## src/ffpa_pkg.sv

```systemverilog
// ----------------------------------------------------------------------------
// ffpa_pkg
// Shared constants, codes and controller/datapath types of the first-fit
// page allocator.
// ----------------------------------------------------------------------------
package ffpa_pkg;

    // Geometry of the managed page store
    localparam int NUM_PAGES  = 1024;
    localparam int PAGE_BYTES = 4096;
    localparam int PAGE_SHIFT = $clog2(PAGE_BYTES);
    localparam int IDX_W      = $clog2(NUM_PAGES);
    localparam int CNT_W      = 11;
    localparam int ADDR_W     = 64;
    localparam int DIFF_IDX_W = ADDR_W - PAGE_SHIFT;
    localparam int ST_W       = 2;

    // Stream and register port widths
    localparam int IN_TDATA_W  = 80;
    localparam int OUT_TDATA_W = 64;
    localparam int PADDR_W     = 4;
    localparam int PDATA_W     = 64;

    localparam logic [CNT_W-1:0] PAGES_MAX   = CNT_W'(NUM_PAGES);
    localparam logic [CNT_W-1:0] RANGE_RESET = 11'd1024;

    // Result status codes
    localparam logic [ST_W-1:0] ST_OK       = 2'd0;
    localparam logic [ST_W-1:0] ST_NO_SPACE = 2'd1;
    localparam logic [ST_W-1:0] ST_BAD_FREE = 2'd2;

    // Request kinds
    localparam logic OP_ALLOC = 1'b0;
    localparam logic OP_FREE  = 1'b1;

    // Register select (paddr bit 3, registers at 8-byte spacing)
    localparam logic REG_HEAP_BASE  = 1'b0;
    localparam logic REG_PAGE_RANGE = 1'b1;

    typedef enum logic [3:0] {
        S_INIT,
        S_IDLE,
        S_DECODE,
        S_SCAN,
        S_MARK,
        S_FSUB,
        S_FCHK,
        S_CLEAR,
        S_RESP
    } t_state;

    // Controller to datapath
    typedef struct packed {
        logic            load_req;
        logic            scan_start;
        logic            scan_run;
        logic            mark_start;
        logic            clr_start;
        logic            free_sub;
        logic            walk_en;
        logic            walk_val;
        logic            out_load;
        logic [ST_W-1:0] out_status;
    } t_dp_cmd;

    // Datapath to controller
    typedef struct packed {
        logic op_free;
        logic cnt_zero;
        logic found;
        logic exhausted;
        logic walk_last;
        logic free_bad;
        logic out_busy;
    } t_dp_stat;

endpackage

```

## src/ffpa_regs.sv

```systemverilog
// ----------------------------------------------------------------------------
// ffpa_regs
// Register bank: heap base and managed page range, written over the
// register port; supplies the effective page limit.
// ----------------------------------------------------------------------------
module ffpa_regs (
    input  logic                          i_clk,
    input  logic                          i_rst_n,
    input  logic                          psel,
    input  logic                          penable,
    input  logic                          pwrite,
    input  logic [ffpa_pkg::PADDR_W-1:0]  paddr,
    input  logic [ffpa_pkg::PDATA_W-1:0]  pwdata,
    output logic [ffpa_pkg::PDATA_W-1:0]  prdata,
    output logic                          pready,
    output logic [ffpa_pkg::ADDR_W-1:0]   o_heap_base,
    output logic [ffpa_pkg::CNT_W-1:0]    o_limit
);

    logic [ffpa_pkg::ADDR_W-1:0] r_heap_base;
    logic [ffpa_pkg::CNT_W-1:0]  r_range;
    logic                        wr_en;

    assign pready = 1'b1;
    assign wr_en  = psel & penable & pwrite;

    // Write registers on the access cycle
    always_ff @(posedge i_clk) begin
        if (!i_rst_n) begin
            r_heap_base <= '0;
            r_range     <= ffpa_pkg::RANGE_RESET;
        end else if (wr_en) begin
            if (paddr[3] == ffpa_pkg::REG_HEAP_BASE) begin
                r_heap_base <= pwdata;
            end else begin
                r_range <= pwdata[ffpa_pkg::CNT_W-1:0];
            end
        end
    end

    // Read back
    always_comb begin
        if (paddr[3] == ffpa_pkg::REG_HEAP_BASE) begin
            prdata = r_heap_base;
        end else begin
            prdata = {{(ffpa_pkg::PDATA_W-ffpa_pkg::CNT_W){1'b0}}, r_range};
        end
    end

    // Clamp range to the store depth
    assign o_heap_base = r_heap_base;
    assign o_limit     = (r_range > ffpa_pkg::PAGES_MAX) ? ffpa_pkg::PAGES_MAX : r_range;

endmodule

```

## src/ffpa_dp.sv

```systemverilog
// ----------------------------------------------------------------------------
// ffpa_dp
// Datapath: page-used bitmap memory, pipelined first-fit scan, run walker
// for marking and clearing, free range check and result register.
// ----------------------------------------------------------------------------
module ffpa_dp (
    input  logic                              i_clk,
    input  logic                              i_rst_n,
    input  ffpa_pkg::t_dp_cmd                 i_cmd,
    output ffpa_pkg::t_dp_stat                o_stat,
    input  logic [ffpa_pkg::ADDR_W-1:0]       i_heap_base,
    input  logic [ffpa_pkg::CNT_W-1:0]        i_limit,
    input  logic                              i_req_op,
    input  logic [ffpa_pkg::CNT_W-1:0]        i_req_count,
    input  logic [ffpa_pkg::ADDR_W-1:0]       i_req_addr,
    input  logic                              i_out_ready,
    output logic                              o_out_valid,
    output logic [ffpa_pkg::ADDR_W-1:0]       o_out_addr,
    output logic [ffpa_pkg::ST_W-1:0]         o_out_status
);

    // Bitmap store
    logic                         r_page_used [ffpa_pkg::NUM_PAGES];
    logic                         r_rd_data;

    // Request
    logic                         r_op;
    logic [ffpa_pkg::CNT_W-1:0]   r_count;
    logic [ffpa_pkg::ADDR_W-1:0]  r_addr;

    // Scan
    logic [ffpa_pkg::CNT_W-1:0]   r_issue;
    logic                         r_vld;
    logic [ffpa_pkg::IDX_W-1:0]   r_didx;
    logic [ffpa_pkg::CNT_W-1:0]   r_run;
    logic [ffpa_pkg::IDX_W-1:0]   r_start;
    logic [ffpa_pkg::CNT_W-1:0]   n_run;
    logic [ffpa_pkg::IDX_W-1:0]   n_start;
    logic                         issue_ok;

    // Walker
    logic [ffpa_pkg::IDX_W-1:0]   r_walk;
    logic [ffpa_pkg::CNT_W-1:0]   r_remain;

    // Free check
    logic [ffpa_pkg::ADDR_W-1:0]  r_diff;
    logic                         r_borrow;
    logic [ffpa_pkg::DIFF_IDX_W-1:0] free_idx;
    logic [ffpa_pkg::CNT_W:0]     free_end;

    // Result
    logic [ffpa_pkg::ADDR_W-1:0]  r_alloc_addr;
    logic                         r_out_valid;
    logic [ffpa_pkg::ADDR_W-1:0]  r_out_addr;
    logic [ffpa_pkg::ST_W-1:0]    r_out_status;

    // Memory write by the walker, read by the scan
    always_ff @(posedge i_clk) begin
        if (i_cmd.walk_en) begin
            r_page_used[r_walk] <= i_cmd.walk_val;
        end
        r_rd_data <= r_page_used[r_issue[ffpa_pkg::IDX_W-1:0]];
    end

    // Scan evaluation of the page returned last cycle
    assign issue_ok = (r_issue < i_limit);

    always_comb begin
        if (r_rd_data) begin
            n_run = '0;
        end else begin
            n_run = ffpa_pkg::CNT_W'(r_run + 1'b1);
        end
        n_start = (r_run == '0) ? r_didx : r_start;
    end

    // Free index and range end
    assign free_idx = r_diff[ffpa_pkg::ADDR_W-1:ffpa_pkg::PAGE_SHIFT];
    assign free_end = {1'b0, free_idx[ffpa_pkg::CNT_W-1:0]} + {1'b0, r_count};

    // Control registers
    always_ff @(posedge i_clk) begin
        if (!i_rst_n) begin
            r_walk      <= '0;
            r_remain    <= ffpa_pkg::PAGES_MAX;
            r_issue     <= '0;
            r_vld       <= 1'b0;
            r_run       <= '0;
            r_out_valid <= 1'b0;
        end else begin
            // Advance the scan
            if (i_cmd.scan_start) begin
                r_issue <= '0;
                r_vld   <= 1'b0;
                r_run   <= '0;
            end else if (i_cmd.scan_run) begin
                if (issue_ok) begin
                    r_issue <= ffpa_pkg::CNT_W'(r_issue + 1'b1);
                end
                r_vld <= issue_ok;
                if (r_vld) begin
                    r_run <= n_run;
                end
            end

            // Load or advance the walker
            if (i_cmd.mark_start) begin
                r_walk   <= n_start;
                r_remain <= r_count;
            end else if (i_cmd.clr_start) begin
                r_walk   <= free_idx[ffpa_pkg::IDX_W-1:0];
                r_remain <= r_count;
            end else if (i_cmd.walk_en) begin
                r_walk   <= ffpa_pkg::IDX_W'(r_walk + 1'b1);
                r_remain <= ffpa_pkg::CNT_W'(r_remain - 1'b1);
            end

            // Hold the result until taken
            if (i_cmd.out_load) begin
                r_out_valid <= 1'b1;
            end else if (i_out_ready) begin
                r_out_valid <= 1'b0;
            end
        end
    end

    // Payload registers
    always_ff @(posedge i_clk) begin
        if (i_cmd.load_req) begin
            r_op    <= i_req_op;
            r_count <= i_req_count;
            r_addr  <= i_req_addr;
        end
        if (i_cmd.scan_run) begin
            r_didx <= r_issue[ffpa_pkg::IDX_W-1:0];
            if (r_vld) begin
                r_start <= n_start;
            end
        end
        if (i_cmd.mark_start) begin
            r_alloc_addr <= i_heap_base
                          + {{(ffpa_pkg::ADDR_W-ffpa_pkg::IDX_W-ffpa_pkg::PAGE_SHIFT){1'b0}},
                             n_start, {ffpa_pkg::PAGE_SHIFT{1'b0}}};
        end
        if (i_cmd.free_sub) begin
            {r_borrow, r_diff} <= {1'b0, r_addr} - {1'b0, i_heap_base};
        end
        if (i_cmd.out_load) begin
            r_out_status <= i_cmd.out_status;
            if (i_cmd.out_status == ffpa_pkg::ST_OK && r_op == ffpa_pkg::OP_ALLOC) begin
                r_out_addr <= r_alloc_addr;
            end else begin
                r_out_addr <= '0;
            end
        end
    end

    // Status back to the controller
    always_comb begin
        o_stat.op_free   = (r_op == ffpa_pkg::OP_FREE);
        o_stat.cnt_zero  = (r_count == '0);
        o_stat.found     = r_vld & ~r_rd_data & (n_run == r_count);
        o_stat.exhausted = ~r_vld & ~issue_ok;
        o_stat.walk_last = (r_remain == ffpa_pkg::CNT_W'(1));
        o_stat.free_bad  = r_borrow
                         | (|free_idx[ffpa_pkg::DIFF_IDX_W-1:ffpa_pkg::CNT_W])
                         | (free_end > {1'b0, i_limit});
        o_stat.out_busy  = r_out_valid & ~i_out_ready;
    end

    assign o_out_valid  = r_out_valid;
    assign o_out_addr   = r_out_addr;
    assign o_out_status = r_out_status;

endmodule

```

## src/ffpa_ctrl.sv

```systemverilog
// ----------------------------------------------------------------------------
// ffpa_ctrl
// Controller: sequences the clearing pass, scan, mark, free check, clear
// and result hand-off over the datapath.
// ----------------------------------------------------------------------------
module ffpa_ctrl (
    input  logic                i_clk,
    input  logic                i_rst_n,
    input  logic                i_req_valid,
    output logic                o_req_ready,
    input  ffpa_pkg::t_dp_stat  i_stat,
    output ffpa_pkg::t_dp_cmd   o_cmd
);

    ffpa_pkg::t_state            r_state;
    ffpa_pkg::t_state            n_state;
    logic [ffpa_pkg::ST_W-1:0]   r_resp;
    logic [ffpa_pkg::ST_W-1:0]   n_resp;

    // State register
    always_ff @(posedge i_clk) begin
        if (!i_rst_n) begin
            r_state <= ffpa_pkg::S_INIT;
            r_resp  <= ffpa_pkg::ST_OK;
        end else begin
            r_state <= n_state;
            r_resp  <= n_resp;
        end
    end

    // Next state and commands
    always_comb begin
        n_state          = r_state;
        n_resp           = r_resp;
        o_req_ready      = 1'b0;
        o_cmd            = '0;
        o_cmd.out_status = r_resp;

        unique case (r_state)
            ffpa_pkg::S_INIT: begin
                // Sweep zeros through the bitmap
                o_cmd.walk_en = 1'b1;
                if (i_stat.walk_last) begin
                    n_state = ffpa_pkg::S_IDLE;
                end
            end
            ffpa_pkg::S_IDLE: begin
                o_req_ready = 1'b1;
                if (i_req_valid) begin
                    o_cmd.load_req = 1'b1;
                    n_state        = ffpa_pkg::S_DECODE;
                end
            end
            ffpa_pkg::S_DECODE: begin
                if (i_stat.op_free) begin
                    n_state = ffpa_pkg::S_FSUB;
                end else if (i_stat.cnt_zero) begin
                    n_resp  = ffpa_pkg::ST_NO_SPACE;
                    n_state = ffpa_pkg::S_RESP;
                end else begin
                    o_cmd.scan_start = 1'b1;
                    n_state          = ffpa_pkg::S_SCAN;
                end
            end
            ffpa_pkg::S_SCAN: begin
                o_cmd.scan_run = 1'b1;
                if (i_stat.found) begin
                    o_cmd.mark_start = 1'b1;
                    n_state          = ffpa_pkg::S_MARK;
                end else if (i_stat.exhausted) begin
                    n_resp  = ffpa_pkg::ST_NO_SPACE;
                    n_state = ffpa_pkg::S_RESP;
                end
            end
            ffpa_pkg::S_MARK: begin
                o_cmd.walk_en  = 1'b1;
                o_cmd.walk_val = 1'b1;
                if (i_stat.walk_last) begin
                    n_resp  = ffpa_pkg::ST_OK;
                    n_state = ffpa_pkg::S_RESP;
                end
            end
            ffpa_pkg::S_FSUB: begin
                o_cmd.free_sub = 1'b1;
                n_state        = ffpa_pkg::S_FCHK;
            end
            ffpa_pkg::S_FCHK: begin
                if (i_stat.free_bad) begin
                    n_resp  = ffpa_pkg::ST_BAD_FREE;
                    n_state = ffpa_pkg::S_RESP;
                end else if (i_stat.cnt_zero) begin
                    n_resp  = ffpa_pkg::ST_OK;
                    n_state = ffpa_pkg::S_RESP;
                end else begin
                    o_cmd.clr_start = 1'b1;
                    n_state         = ffpa_pkg::S_CLEAR;
                end
            end
            ffpa_pkg::S_CLEAR: begin
                o_cmd.walk_en = 1'b1;
                if (i_stat.walk_last) begin
                    n_resp  = ffpa_pkg::ST_OK;
                    n_state = ffpa_pkg::S_RESP;
                end
            end
            ffpa_pkg::S_RESP: begin
                // Wait for the result register to free up
                if (!i_stat.out_busy) begin
                    o_cmd.out_load = 1'b1;
                    n_state        = ffpa_pkg::S_IDLE;
                end
            end
            default: begin
                n_state = ffpa_pkg::S_IDLE;
            end
        endcase
    end

endmodule

```

## src/first_fit_page_allocator_unit.sv

```systemverilog
// Allocate scans the bitmap until a run fits or all managed pages are scanned.
// Throughput: one request at a time, the next taken once the result is loaded;
//   the bitmap is read at one page and written at one page per cycle.
// Reset: synchronous, active low; afterwards a clearing pass over
//   the bitmap runs with s_axis_tready low (register writes are still taken).
// ----------------------------------------------------------------------------
// first_fit_page_allocator_unit
// Bitmap first-fit page allocator: allocates and frees runs of pages.
// ----------------------------------------------------------------------------
module first_fit_page_allocator_unit (
    input  logic                                i_clk,
    input  logic                                i_rst_n,
    // request: [10:0] page_count, [74:11] free_address, [79:75] zero
    input  logic                                s_axis_tvalid,
    output logic                                s_axis_tready,
    input  logic [ffpa_pkg::IN_TDATA_W-1:0]     s_axis_tdata,
    // request: [0] operation
    input  logic                                s_axis_tuser,
    // result: [63:0] run_address
    output logic                                m_axis_tvalid,
    input  logic                                m_axis_tready,
    output logic [ffpa_pkg::OUT_TDATA_W-1:0]    m_axis_tdata,
    // result: [1:0] status
    output logic [ffpa_pkg::ST_W-1:0]           m_axis_tuser,
    // register port
    input  logic                                psel,
    input  logic                                penable,
    input  logic                                pwrite,
    input  logic [ffpa_pkg::PADDR_W-1:0]        paddr,
    input  logic [ffpa_pkg::PDATA_W-1:0]        pwdata,
    output logic [ffpa_pkg::PDATA_W-1:0]        prdata,
    output logic                                pready
);

    logic [ffpa_pkg::ADDR_W-1:0] heap_base;
    logic [ffpa_pkg::CNT_W-1:0]  limit;
    ffpa_pkg::t_dp_cmd           cmd;
    ffpa_pkg::t_dp_stat          stat;

    ffpa_regs u_regs (
        .i_clk       (i_clk),
        .i_rst_n     (i_rst_n),
        .psel        (psel),
        .penable     (penable),
        .pwrite      (pwrite),
        .paddr       (paddr),
        .pwdata      (pwdata),
        .prdata      (prdata),
        .pready      (pready),
        .o_heap_base (heap_base),
        .o_limit     (limit)
    );

    ffpa_ctrl u_ctrl (
        .i_clk       (i_clk),
        .i_rst_n     (i_rst_n),
        .i_req_valid (s_axis_tvalid),
        .o_req_ready (s_axis_tready),
        .i_stat      (stat),
        .o_cmd       (cmd)
    );

    ffpa_dp u_dp (
        .i_clk        (i_clk),
        .i_rst_n      (i_rst_n),
        .i_cmd        (cmd),
        .o_stat       (stat),
        .i_heap_base  (heap_base),
        .i_limit      (limit),
        .i_req_op     (s_axis_tuser),
        .i_req_count  (s_axis_tdata[ffpa_pkg::CNT_W-1:0]),
        .i_req_addr   (s_axis_tdata[ffpa_pkg::CNT_W+ffpa_pkg::ADDR_W-1:ffpa_pkg::CNT_W]),
        .i_out_ready  (m_axis_tready),
        .o_out_valid  (m_axis_tvalid),
        .o_out_addr   (m_axis_tdata),
        .o_out_status (m_axis_tuser)
    );

endmodule

```

## config.mk

```make
export PLATFORM = sky130hd
export DESIGN_NAME = first_fit_page_allocator_unit
export DESIGN_NICKNAME = d
export VERILOG_FILES = /design/src/ffpa_pkg.sv /design/src/ffpa_regs.sv /design/src/ffpa_dp.sv /design/src/ffpa_ctrl.sv /design/src/first_fit_page_allocator_unit.sv
export SDC_FILE = /design/constraint.sdc
export NUM_CORES = 2
export LEC_CHECK = 0
export BUFFER_PORTS_ARGS = -buffer_cell sky130_fd_sc_hd__buf_2
export CAP_MARGIN = 40
export CORE_ASPECT_RATIO = 1.5
export CORE_MARGIN = 5
export CORE_UTILIZATION = 67
export DETAILED_ROUTE_END_ITERATION = 10
export GPL_ROUTABILITY_DRIVEN = 0
export PLACE_DENSITY_LB_ADDON = 0.15
export REMOVE_ABC_BUFFERS = 1
export SETUP_SLACK_MARGIN = 0.1
export SLEW_MARGIN = 30
export SYNTH_ARGS = -nofsm -noshare
export SYNTH_HDL_FRONTEND = slang
export SYNTH_SLANG_ARGS = --single-unit
```

## constraint.sdc

```tcl
create_clock -name i_clk -period 52.6 [get_ports i_clk]
set_clock_uncertainty 0.1 [all_clocks]
set_input_delay 10.52 -clock i_clk [delete_from_list [all_inputs] [get_ports i_clk]]
set_output_delay 10.52 -clock i_clk [all_outputs]
set_load 0.01 [all_outputs]
```

**After elaboration in Yosys (flattened, before gate mapping)**

Memory sizes are Yosys's and may differ from the RTL's. A register that Yosys moved wholly into a read port is not among the register bits.
Index checks and enable logic that the tools add are counted.

- Register bits: 417
- RAM bits: 1024
- Memories: 1
- Input port bits: 156
- Output and inout port bits: 133

- Reduce and logical (&&, ||, !) cells: 18
- Multiplexer cells: 48
- Bitwise operators: 15
- Add/sub/neg operators: 7
- Eq/ne operators: 20
- Magnitude comparators: 3

Memory list:

| name | words | width | read ports | clocked after memory_dff | wr ports | line | text |
|---|---|---|---|---|---|---|---|
| u_dp.r_page_used | 1024 | 1 | 1 | 1 | 1 | ffpa_dp.sv:23 | `logic r_page_used [ffpa_pkg::NUM_PAGES];` |

Operator list:

| kind | number |
|---|---|
| $sub A64 B64 Y65 | 1 |
| $add A64 B22 Y64 | 1 |
| $mux W64 | 1 |
| $mux W11 | 5 |
| $reduce_or A41 Y1 | 1 |
| $mux W10 | 4 |
| $mux W4 | 10 |
| $pmux W4 S8 | 1 |
| $add A11 B1 Y11 const B | 2 |
| $logic_not A11 Y1 | 2 |
| $mux W1 | 18 |
| $eq A4 B3 Y1 const B | 4 |
| $mux W2 | 8 |
| $ne A2 B2 Y1 const B | 7 |
| $add A11 B11 Y12 | 1 |
| $gt A12 B11 Y1 | 1 |
| $eq A11 B1 Y1 const B | 1 |
| $eq A11 B11 Y1 | 1 |
| $gt A11 B11 Y1 const B | 1 |
| $lt A11 B11 Y1 | 1 |
| $sub A11 B1 Y11 const B | 1 |
| $add A10 B1 Y10 const B | 1 |
| $eq A4 B2 Y1 const B | 2 |
| $pmux W2 S4 | 1 |
| other kinds (18) | 35 |

**Depth between registers and ports, before layout**

- Word-level depth: 8
- Depth in mapped cells: 25
- Gate-level depth less buffers: 24

**Modules after synthesis**

A second synthesis with hierarchy kept.

- Cell total of the unflattened synthesis: 4975
- Area total of the unflattened synthesis: 65177.5 sq um

Modules (own cells, without submodules):

| module | instances | cells each | area each (sq um) |
|---|---|---|---|
| ffpa_dp | 1 | 4507 | 61093.6 |
| ffpa_regs | 1 | 401 | 3525.9 |
| ffpa_ctrl | 1 | 67 | 558.0 |

**Least setup slack after synthesis**

Ideal clock, no wire load.

- Path type: register to register
- Start: reg u_ctrl.r_state[0]
- End: mem u_dp.r_page_used[0], data pin
- Cell stages (with the launch flop): 4
- Slack: 23263 ps
- Clock period less this slack: 29337 ps
- Data required time: 47549 ps
- Arrival time: 24286 ps
- Cell sequence: dfxtp_1 > clkbuf_1 > or2_2 > nor2_1

RTL lines:

| item | line | text |
|---|---|---|
| start: declaration | ffpa_ctrl.sv:15 | `ffpa_pkg::t_state r_state;` |
| start signal: assignment | ffpa_ctrl.sv:23 | `r_state <= ffpa_pkg::S_INIT;` |
| start signal: assignment | ffpa_ctrl.sv:26 | `r_state <= n_state;` |
| end: declaration | ffpa_dp.sv:23 |  |

**Final worst setup path**

- Start: in paddr[3] (netlist bit)
- End: out prdata[0] (netlist bit)

- Cells in the longest elaborated chain, start to end: 1

RTL lines:

| item | line | text |
|---|---|---|
| start: declaration | first_fit_page_allocator_unit.sv:29 | `input logic [ffpa_pkg::PADDR_W-1:0] paddr,` |
| $mux W64 | ffpa_regs.sv:43 | `if (paddr[3] == ffpa_pkg::REG_HEAP_BASE) begin` |
| end: declaration | first_fit_page_allocator_unit.sv:31 | `output logic [ffpa_pkg::PDATA_W-1:0] prdata,` |

No other way between the ends.

==> metrics.yaml <==
status:
  status: "complete, no violations"
sta:
  tightestPinTransition_ps: 898
  fin_crit_ps: 22680
  setup_viol: 0
  post-route-period-util_pct: 43.1
  slew_headroom_pct: 40.1
  max_freq_mhz: 44.1
  setup_slack_ps: 29920
  maxSlewViolCount: 0
  rsz0062_at_grt: "false"
  hold_viol: 0
  fin_tns_setup_ps: 0
critical_path:
  crit_buf_inv: 3
  crit_fanout: 62
  cp.required_ps: 41980
  ff2ff_setup_slack_ps: 46940
  cp_cell_sequence: "buf_2 -> buf_4 -> mux2_2 -> buf_2"
  cp.arrival_ps: 12060
  crit_type: "in2out"
  cp-start-kind: "primary input"
  crit_path_max_incr_delay_ps: 590
  cpMostUsedCell: "buf_2"
  cp-end-kind: "output port"
  cp_top_family: "buffers and inverters"
  slowest_stage: "buf_4"
clocking:
  cts_resized: 0
  cts_tree: "built"
  cts_buffers: 130
  clkTransAtPathRegs_ps: 60
  postCtsHoldBufs: 0
  cts_setup_buffers: 0
  root_buffer: "clkbuf_16"
  clk_latency_ps: 760
  clock-sinks: 1430
  clock_path_buffers: 3
  h-tree-depth: 4
power_and_ir_drop:
  power.density_nw_per_um2: 34.4
  p_leak_nw: 22.1
  vdd_drop_max_v: 0.0000376
  p_total_mw: 2.48
die:
  core_sq_um: 96900
  ios: 289
  fp.dieH_um: 392
  die_area_sq_um: 104000
  start_util_pct: 67.2
  dieWidth_um: 265
  fp-row-count: 140
global_route:
  grt_max_degree: 149
  antenna_found_initial: 9
  grt_pass1_wl_um: 263000
  track_usage_pct: 34.2
  grt_pass1_vias: 42992
  overflow: 0
routing:
  drt-total-wl_um: 179000
  vias: 43063
  drc: 0
  routedWlPerCell_um: 27.0
  postRouteAntennaNets: 0
  drtIter0Drc: 5513
  via_per_inst: 6.51
  first_pass_iters: 9
yosys:
  synth-edff-count: 1303
  synth_area_sq_um: 65100
  syn_inst: 5113
  avgSynthCellArea_sq_um: 12.7
  yosysSeqAreaShare_pct: 64.0
  synth.distinct_cells: 77
  synth_seq_cells: 1430
  synth_flop_cell: "edfxtp_1"
  async_reset_ff_share_pct: 0
  yosysWarnings: 0
place:
  dp_hpwl_um: 110000
  portBuffers: 279
  place_area_sq_um: 67600
  dp_slack_ps: 29940
finish:
  post-route-util_pct: 74.4
  area_growth_pct: 10.7
  drive_gt1_share_pct: 17.0
  final_area_sq_um: 72100
  layout.nets: 5506
job:
  drv_cap: 0
worst_hold_path:
  worst_hold_path_type: "reg2reg"
-- report_power, final --
part	leakage [nW]	internal (mW)	switching [mW]
Sequential	12.5	1.25	0.0207
Combinational	7.55	0.0691	0.179
Clock	2.06	0.540	0.412
-- through the flow --
stage / hold slack [ps] / std cells
2_1_floorplan: 325 / 4723
6_report: 366 / 6618
3_5_place_dp: 347 / 6371
3_3_place_gp: 339 / 6357
5_1_grt: 378 / 6615
4_1_cts: 364 / 6605
-- placed cells by master (no fill, tap or decap), types with 14 or more instances in the layout --
master / Yosys / routed
mux4_2: 231 / 231
edfxtp_1: 1303 / 1303
a21oi_1: 165 / 165
o21ai_0: 109 / 109
nand2_1: 364 / 316
a221oi_1: 17 / 17
and3_1: 16 / 16
nor3_1: 39 / 37
nor4_1: 22 / 20
ha_1: 114 / 114
clkbuf_1: 320 / 30
nand3_1: 77 / 74
nand2b_1: 15 / 14
o22ai_1: 22 / 22
a21o_1: 40 / 40
inv_1: 111 / 110
a21boi_0: 84 / 84
clkinv_2: 0 / 17
clkbuf_16: 0 / 139
nor2_1: 1221 / 1218
nand2_2: 0 / 39
clkinv_1: 0 / 20
mux2_2: 24 / 24
a211oi_1: 20 / 20
xor2_1: 44 / 44
o21a_1: 24 / 24
o221ai_1: 17 / 17
nor2b_1: 41 / 39
xnor2_1: 104 / 104
mux2i_1: 111 / 111
and2_1: 80 / 80
nand4_1: 33 / 33
buf_2: 35 / 279
dfxtp_1: 127 / 121
buf_4: 20 / 75
-- Yosys cell counts (77+ instances only) --
master,count,area [sq um]
dfxtp_1,127,2540
mux4_2,231,5200
a21boi_0,84,631
a21oi_1,165,826
ha_1,114,1430
edfxtp_1,1303,39100
and2_1,80,500
inv_1,111,417
nor2_1,1221,4580
nand2_1,364,1370
nand3_1,77,385
o21ai_0,109,546
clkbuf_1,320,1200
xnor2_1,104,911
mux2i_1,111,1110
-- worst reg2reg max path: stages (launching register included) --
cell,delay (ps)
edfxtp_1,480
ha_1,260
fa_1,400
a21oi_1,160
nor2_1,60
nor2_1,180
o21bai_1,90
a21oi_1,220
nor2b_1,70
o21a_1,170
nor2_1,190
xnor2_1,160
ha_1,260
and3_1,160
nand3_1,110
a31oi_1,50
o41ai_1,400
o211ai_1,330
nor2_1,270
buf_4,300
a211o_1,630
a21boi_0,210
a211o_1,300
-- cell families after synthesis --
group / Yosys count / synth area share, %
compound gates: 589 / 5.86
xor+xnor: 148 / 1.99
fa+ha+maj: 116 / 2.25
buf+inv: 501 / 3.08
flops: 1430 / 64.0
mux: 366 / 10.1
other cells: 1 / 0.00576
simple gates: 1962 / 12.7
-- sequential cells by signal, indices dropped and copies added, names as in the netlist, 52 cells and up --
register / flops
u_regs.o_heap_base: 64
u_dp.r_page_used: 1024
u_dp.r_addr: 64
u_dp.r_alloc_addr: 64
u_dp.o_out_addr: 64
u_dp.r_diff: 52
-- routing by layer --
layer	track usage [%]	up-vias	routed length (um)
li1	-	18674	-
met1	40.1	21256	58000
met2	58.2	2523	90300
met3	7.09	602	17000
met4	20.9	8	13300
met5	0	-	56
-- final timing paths --
kind | from | endpoint | depth (start not counted)
setup / recovery | paddr[3] | prdata[0] | 4
hold / removal | u_regs.o_heap_base[57] | u_regs.o_heap_base[57] | 2
setup reg to reg | u_dp.r_count[0] | u_dp.r_remain[10] | 22
hold reg to reg | u_regs.o_heap_base[57] | u_regs.o_heap_base[57] | 2
-- layout make-up --
cell class,count,area (sq um)
Fill cell,6089,24800
Timing Repair Buffer,379,2440
Inverter,111,417
Multi-Input combinational cell,3182,21700
Antenna cell,4,10.0
Clock inverter,59,558
Sequential cell,1430,41700
Tap cell,1278,1600
Clock buffer,175,3670
(Power assumes the default switching activity.)
